[src/hw/rtl/sird_pkg.sv]
// Shared constants and handshake types for the signed integer to radix digits block.
// No dependencies.
`default_nettype none

package sird_pkg;

  localparam int VALUE_WIDTH = 32;
  localparam int RADIX_WIDTH = 5;
  localparam int DIGIT_WIDTH = 4;
  // dividend bits consumed per divider cycle; VALUE_WIDTH must be a multiple of it
  localparam int STEP_BITS   = 8;
  localparam int DIV_STEPS   = VALUE_WIDTH / STEP_BITS;
  localparam int STEP_CNT_W  = (DIV_STEPS > 1) ? $clog2(DIV_STEPS) : 1;
  localparam int NDIG_W      = $clog2(VALUE_WIDTH + 1);

  localparam logic [RADIX_WIDTH-1:0] RADIX_RESET = RADIX_WIDTH'(10);
  localparam logic [RADIX_WIDTH-1:0] RADIX_MIN   = RADIX_WIDTH'(2);
  localparam logic [RADIX_WIDTH-1:0] RADIX_MAX   = RADIX_WIDTH'(16);

  localparam logic KIND_SIGN  = 1'b0;
  localparam logic KIND_DIGIT = 1'b1;

  typedef struct packed {
    logic                   start;
    logic [VALUE_WIDTH-1:0] dividend;
    logic [RADIX_WIDTH-1:0] divisor;
  } div_req_t;

  typedef struct packed {
    logic                   done;
    logic [VALUE_WIDTH-1:0] quotient;
    logic [DIGIT_WIDTH-1:0] remainder;
  } div_rsp_t;

endpackage

`default_nettype wire

[src/hw/rtl/signed_integer_to_radix_digits.sv]
// Top level: converts a signed value to digits in the configured radix.
// Depends on sird_pkg and sird_div_unit.
//
// Usage:
//   Input: present in_value with start; the item is taken at a clock edge with
//   start high and busy low. busy stays high until the last result is out.
//   Config: cfg_data (radix) is written when cfg_valid and cfg_ready are high;
//   cfg_ready is always high. Radix 0..1 acts as 2, 17..31 acts as 16.
//   Write it only while busy is low.
//   Results: one item per out_valid cycle; a minus-sign item first for a
//   negative value, then digits most significant first, out_last_item on the
//   final digit. The receiver cannot stall; results are never held.
// Sequence:
//   Each digit is computed in turn by the shared divider; all digits are
//   found before the first result item goes out. The most negative value
//   gives 32 binary digits. The next item can be taken in the cycle after
//   the last result.
// Reset: radix returns to 10, any item in flight is dropped, busy goes low.
`default_nettype none

module signed_integer_to_radix_digits
  import sird_pkg::*;
(
  input  wire logic                   clk,
  input  wire logic                   rst_n,
  input  wire logic                   start,
  output      logic                   busy,
  input  wire logic [VALUE_WIDTH-1:0] in_value,
  input  wire logic                   cfg_valid,
  output      logic                   cfg_ready,
  input  wire logic [RADIX_WIDTH-1:0] cfg_data,
  output      logic                   out_valid,
  output      logic                   out_item_kind,
  output      logic [DIGIT_WIDTH-1:0] out_digit_value,
  output      logic                   out_last_item
);

  typedef enum logic [3:0] {
    S_IDLE = 4'b0001,
    S_DIV  = 4'b0010,
    S_SIGN = 4'b0100,
    S_EMIT = 4'b1000
  } state_t;

  state_t                           state_r, state_nxt;
  logic [RADIX_WIDTH-1:0]           radix_r;
  logic [RADIX_WIDTH-1:0]           radix_eff;
  logic                             neg_r;
  logic [VALUE_WIDTH*DIGIT_WIDTH-1:0] stack_r;
  logic [NDIG_W-1:0]                ndig_r;
  logic [VALUE_WIDTH-1:0]           mag_in;
  logic                             accept;
  div_req_t                         req;
  div_rsp_t                         rsp;

  assign cfg_ready = 1'b1;
  assign busy      = (state_r != S_IDLE);
  assign accept    = start && !busy;

  always_comb begin
    priority if (radix_r < RADIX_MIN) begin
      radix_eff = RADIX_MIN;
    end else if (radix_r > RADIX_MAX) begin
      radix_eff = RADIX_MAX;
    end else begin
      radix_eff = radix_r;
    end
  end

  // two's complement negate; the most negative value maps to 2^(W-1)
  assign mag_in = in_value[VALUE_WIDTH-1] ? (~in_value + 1'b1) : in_value;

  always_comb begin
    req.divisor  = radix_eff;
    req.dividend = (state_r == S_IDLE) ? mag_in : rsp.quotient;
    req.start    = accept ||
                   ((state_r == S_DIV) && rsp.done && (rsp.quotient != '0));
  end

  sird_div_unit u_div (
    .clk   (clk),
    .rst_n (rst_n),
    .req   (req),
    .rsp   (rsp)
  );

  always_comb begin
    state_nxt = state_r;
    unique case (state_r)
      S_IDLE: begin
        if (accept) state_nxt = S_DIV;
      end
      S_DIV: begin
        if (rsp.done && (rsp.quotient == '0)) state_nxt = neg_r ? S_SIGN : S_EMIT;
      end
      S_SIGN: begin
        state_nxt = S_EMIT;
      end
      S_EMIT: begin
        if (ndig_r == NDIG_W'(1)) state_nxt = S_IDLE;
      end
      default: state_nxt = S_IDLE;
    endcase
  end

  always_ff @(posedge clk) begin
    if (!rst_n) begin
      state_r <= S_IDLE;
      radix_r <= RADIX_RESET;
      ndig_r  <= '0;
    end else begin
      state_r <= state_nxt;
      if (cfg_valid && cfg_ready) radix_r <= cfg_data;
      if (accept) begin
        neg_r  <= in_value[VALUE_WIDTH-1];
        ndig_r <= '0;
      end else if ((state_r == S_DIV) && rsp.done) begin
        ndig_r <= ndig_r + 1'b1;
      end else if (state_r == S_EMIT) begin
        ndig_r <= ndig_r - 1'b1;
      end
    end
  end

  // digit stack: newest (most significant) digit sits in the low nibble
  always_ff @(posedge clk) begin
    if ((state_r == S_DIV) && rsp.done) begin
      stack_r <= {stack_r[VALUE_WIDTH*DIGIT_WIDTH-DIGIT_WIDTH-1:0], rsp.remainder};
    end else if (state_r == S_EMIT) begin
      stack_r <= stack_r >> DIGIT_WIDTH;
    end
  end

  assign out_valid       = (state_r == S_SIGN) || (state_r == S_EMIT);
  assign out_item_kind   = (state_r == S_EMIT) ? KIND_DIGIT : KIND_SIGN;
  assign out_digit_value = (state_r == S_EMIT) ? stack_r[DIGIT_WIDTH-1:0] : '0;
  assign out_last_item   = (state_r == S_EMIT) && (ndig_r == NDIG_W'(1));

  a_out_while_busy: assert property (@(posedge clk) disable iff (!rst_n)
    out_valid |-> busy)
    else $error("result strobe while idle");

  a_last_ends_run: assert property (@(posedge clk) disable iff (!rst_n)
    out_valid && out_last_item |=> !busy)
    else $error("block still busy after last item");

  a_sign_not_last: assert property (@(posedge clk) disable iff (!rst_n)
    out_valid && (out_item_kind == KIND_SIGN) |-> !out_last_item)
    else $error("sign item marked last");

  a_digit_in_radix: assert property (@(posedge clk) disable iff (!rst_n)
    out_valid && (out_item_kind == KIND_DIGIT) |->
      ({1'b0, out_digit_value} < radix_eff))
    else $error("digit out of radix range");

  a_emit_has_digits: assert property (@(posedge clk) disable iff (!rst_n)
    (state_r == S_EMIT) |-> (ndig_r != '0))
    else $error("emitting with empty digit stack");

endmodule

`default_nettype wire

[src/hw/rtl/sird_div_unit.sv]
// Iterative unsigned divider by a small radix, STEP_BITS quotient bits per cycle.
// Depends on sird_pkg.
`default_nettype none

module sird_div_unit
  import sird_pkg::*;
(
  input  wire logic     clk,
  input  wire logic     rst_n,
  input  wire div_req_t req,
  output div_rsp_t      rsp
);

  logic [VALUE_WIDTH-1:0] acc_r, acc_nxt;
  logic [DIGIT_WIDTH-1:0] rem_r, rem_nxt;
  logic [RADIX_WIDTH-1:0] dvs_r;
  logic [STEP_CNT_W-1:0]  cnt_r;
  logic                   active_r;
  logic                   done_r;

  always_comb begin
    logic [DIGIT_WIDTH-1:0] r;
    logic [RADIX_WIDTH-1:0] t;
    logic [STEP_BITS-1:0]   q;
    r = rem_r;
    q = '0;
    for (int i = 0; i < STEP_BITS; i++) begin
      t = {r, acc_r[VALUE_WIDTH-1-i]};
      if (t >= dvs_r) begin
        t = t - dvs_r;
        q[STEP_BITS-1-i] = 1'b1;
      end
      r = t[DIGIT_WIDTH-1:0];
    end
    rem_nxt = r;
    acc_nxt = (acc_r << STEP_BITS) | VALUE_WIDTH'(q);
  end

  always_ff @(posedge clk) begin
    if (!rst_n) begin
      active_r <= 1'b0;
      done_r   <= 1'b0;
      cnt_r    <= '0;
    end else begin
      done_r <= 1'b0;
      if (active_r) begin
        acc_r <= acc_nxt;
        rem_r <= rem_nxt;
        cnt_r <= cnt_r + 1'b1;
        if (cnt_r == STEP_CNT_W'(DIV_STEPS - 1)) begin
          active_r <= 1'b0;
          done_r   <= 1'b1;
        end
      end else if (req.start) begin
        acc_r    <= req.dividend;
        rem_r    <= '0;
        dvs_r    <= req.divisor;
        cnt_r    <= '0;
        active_r <= 1'b1;
      end
    end
  end

  assign rsp = '{done: done_r, quotient: acc_r, remainder: rem_r};

endmodule

`default_nettype wire
[config.mk]
export PLATFORM = sky130hd
export DESIGN_NAME = signed_integer_to_radix_digits
export DESIGN_NICKNAME = d
export VERILOG_FILES = /design/src/hw/rtl/sird_pkg.sv /design/src/hw/rtl/signed_integer_to_radix_digits.sv /design/src/hw/rtl/sird_div_unit.sv
export SDC_FILE = /design/constraint.sdc
export NUM_CORES = 1
export LEC_CHECK = 0
export ABC_AREA = 1
export BUFFER_PORTS_ARGS = -buffer_cell sky130_fd_sc_hd__buf_2
export CAP_MARGIN = 20
export CORE_MARGIN = 5
export CORE_UTILIZATION = 30
export CTS_CLUSTER_DIAMETER = 120
export CTS_CLUSTER_SIZE = 30
export DETAILED_ROUTE_END_ITERATION = 10
export PLACE_DENSITY = 0.57
export SLEW_MARGIN = 20
export SYNTH_ARGS = -nofsm -noshare
export SYNTH_HDL_FRONTEND = slang
export SYNTH_SLANG_ARGS = --single-unit
[constraint.sdc]
create_clock -name clk -period 9 [get_ports clk]
set_clock_uncertainty 0.15 [all_clocks]
set_input_delay 1.35 -clock clk [delete_from_list [all_inputs] [get_ports clk]]
set_output_delay 1.35 -clock clk [all_outputs]
set_load 0.02 [all_outputs]
==> flow_metrics.tcl <==
set metrics [dict create \
    die_area_mm2 0.04030 \
    ctsRootBufferMaster "clkbuf_16" \
    max_cap_violations 0 \
    route.detailed.wl_per_inst_um 13.50 \
    synth_area_per_cell_um2 8.468 \
    synthMuxAreaShare_pct 0 \
    synth_compound_area_share_pct 10.64 \
    rr_startpoint "u_div.rem_r[1]" \
    min_period_over_period_pct 99.91 \
    overflow 0 \
    synth_top_cell_area_share_pct 46.77 \
    grt_use_total_pct 12.06 \
    worstSetupEndpoint "u_div.acc_r[0]" \
    cp.required_ns 9.02 \
    nNetsFinal 1526 \
    io_buffers 48 \
    boundaryPins 50 \
    grt_pass1_vias 8512 \
    place_area_mm2 0.01214 \
    drive_gt1_share_pct 24.43 \
    fillers 3580 \
    rr_worst_depth 64 \
    die_y_um 200.8 \
    hpwlAfterDp_um 17070 \
    yosys-top-cells-area "edfxtp_1 (47%), nand2_1 (12%), inv_1 (5.9%)" \
    whs_ns 0.3083 \
    cp_num_buf_inv 8 \
    syn_area_mm2 0.01092 \
    crit_family "simple AND/OR/NAND/NOR gates" \
    clock_path_buffers 2 \
    reg2reg_to "u_div.acc_r[0]" \
    register_area_mm2 0.005485 \
    cts_tree "built" \
    crit_arrival_ns 9.01 \
    crit_path_start "u_div.rem_r[1]" \
    rsz0062_at_grt "true" \
    yosys.area_share.simple_pct 22.38 \
    grt_pass1_wl_um 41280 \
    synth_nets 1383 \
    synth_cells 1289 \
    vias_per_cell 4.663 \
    fmax_mhz 111.2 \
    multiInputGateArea_mm2 0.005268 \
    start_util_pct 30.54 \
    synth_xor_area_share_pct 2.006 \
    ff2ff_setup_slack_ns 0.008 \
    crit_top_cell "nand2_2" \
    final_common_cell "nand2_1" \
    final_cell_mix "nand2_1 (307), edfxtp_1 (170), inv_1 (151)" \
    ctsHoldBuffers 0 \
    cp-start-kind "flop" \
    utilization_pct 38.57 \
    ant_nets 0 \
    synth_fa_ha_area_share_pct 6.625 \
    yosys_warnings 0 \
    critPathKind "reg -> reg" \
    first_pass_iters 5 \
    area_growth_pct 26.31 \
    synth.distinct_cells 47 \
    drc_errors 0 \
    fin_crit_ns 8.992 \
    die_width_um 200.8 \
    seq_area_frac_synth_pct 50.25 \
    core_area_mm2 0.03574 \
    synth-edff-count 170 \
    worstMarginPinSlew_ns 0.9935 \
    synth_top_area_cell "edfxtp_1" \
    rows 69 \
    setup_viol 0 \
    gp_congestion 0.8894 \
    antenna_found_initial 0 \
    crit_fanout 5 \
    n_antenna_cell 0 \
    hold_viol 0 \
    outcome "finished clean" \
    ys_ff_latch 189 \
    wl_um 25730 \
    timing.final.max_slew_violations 0 \
    synth_flop_cell "edfxtp_1" \
    endpoint_kind "flop" \
    initialDrtViolationCount 507 \
    max-slew-margin-rel_pct 33.77 \
    grt_max_degree 105 \
    vias 8887 \
    slowest_stage "edfxtp_1" \
    clk_latency_ns 0.43 \
    synth_top_family_by_area "simple AND/OR/NAND/NOR gates" \
    cts_sinks 189 \
    slowest_delay_ns 0.45 \
    hold_path_class "reg -> reg" \
    crit_cells 64 \
    ys_async_sr_fraction_pct 0 \
    clk_pin_slew_worst_paths_ns 0.08 \
    cts.htree.levels 4 \
    cts_made_buffers 17 \
    fin_area_mm2 0.01379 \
]
[worst min-delay path by stage]
stage / to / cells past startpoint / from
3_3_place_gp: ndig_r[5] / 1 / ndig_r[5]
3_5_place_dp: ndig_r[5] / 1 / ndig_r[5]
6_report: ndig_r[5] / 1 / ndig_r[5]
5_1_grt: ndig_r[5] / 1 / ndig_r[5]
4_1_cts: ndig_r[5] / 1 / ndig_r[5]
2_1_floorplan: ndig_r[5] / 1 / ndig_r[5]
[registers in the layout, summed over array words and instances (netlist names), 2 cells and up]
| register | cells |
|---|---|
| stack_r | 128 |
| u_div.rem_r | 4 |
| u_div.acc_r | 32 |
| u_div.cnt_r | 2 |
| ndig_r | 6 |
| radix_r | 5 |
| u_div.dvs_r | 5 |
| state_r | 4 |
[stage by stage]
| step | std cells | setup slack [ns] | setup TNS [ns] |
|---|---|---|---|
| 2_1_floorplan | 1289 | 0.0006857 | 0 |
| 3_3_place_gp | 1825 | -0.03919 | -0.1248 |
| 3_5_place_dp | 1825 | -0.3353 | -1.447 |
| 4_1_cts | 1897 | 0.006368 | 0 |
| 5_1_grt | 1906 | -0.5526 | -2.715 |
| 6_report | 1906 | 0.008254 | 0 |
[cell type report]
| cell class | instances | share of cell area [%] |
|---|---|---|
| Timing Repair Buffer | 167 | 8.413 |
| Multi-Input combinational cell | 881 | 38.21 |
| Inverter | 176 | 4.901 |
| Sequential cell | 189 | 39.79 |
| Clock buffer | 17 | 3.086 |
| Clock inverter | 15 | 1.425 |
| Tap cell | 461 | 4.184 |
[cells by family after synthesis]
logic type	after synthesis
buf+inv	219
other cells	1
compound gates	221
fa+ha+maj	53
flops	189
simple gates	581
xor+xnor	25
[cell usage after synthesis, types with 3 or more instances]
library cell / number
buf_4: 3
o21ai_0: 107
or2_2: 3
xnor2_1: 12
nand3_2: 3
nand2_1: 347
o21ai_1: 62
xor2_1: 13
inv_1: 171
dfxtp_1: 19
inv_2: 5
ha_1: 45
fa_1: 8
nand4_1: 19
edfxtp_1: 170
nor2_1: 119
and2_1: 11
o211ai_1: 4
a31oi_1: 3
a21oi_1: 35
clkbuf_1: 10
or2_0: 5
nand3_1: 58
buf_2: 26
[what timing repair did]
| item | 4_1_cts | 5_1_grt |
|---|---|---|
| pin swaps | 54 | 72 |
| endpoints found under the setup margin | 5 | 5 |
| hold endpoints to repair | 0 | 0 |
| gates resized for setup | 60 | 100 |
| setup buffers | 40 | 10 |
| cloned | 0 | 0 |
[per-layer routing]
metal	up-vias	part of all wire, %	track usage, %
met2	160	49	20.35
met3	45	3.3	2.213
met5	-	0	0
met4	0	2.2	3.073
met1	4147	46	16.08
li1	4535	-	-
[worst register-to-register path, delay by kind of cell (launching register included)]
| kind | cells | cell delay, ns |
|---|---|---|
| and+or+nand+nor | 42 | 4.65 |
| adders and majority gates | 8 | 2.22 |
| AOI/OAI and AO/OA | 6 | 0.64 |
| buffers and inverters | 8 | 0.62 |
| DFF | 1 | 0.45 |
Power is not shown: default switching activity piles up to over one toggle a cycle in this logic, so the estimate is an artifact.
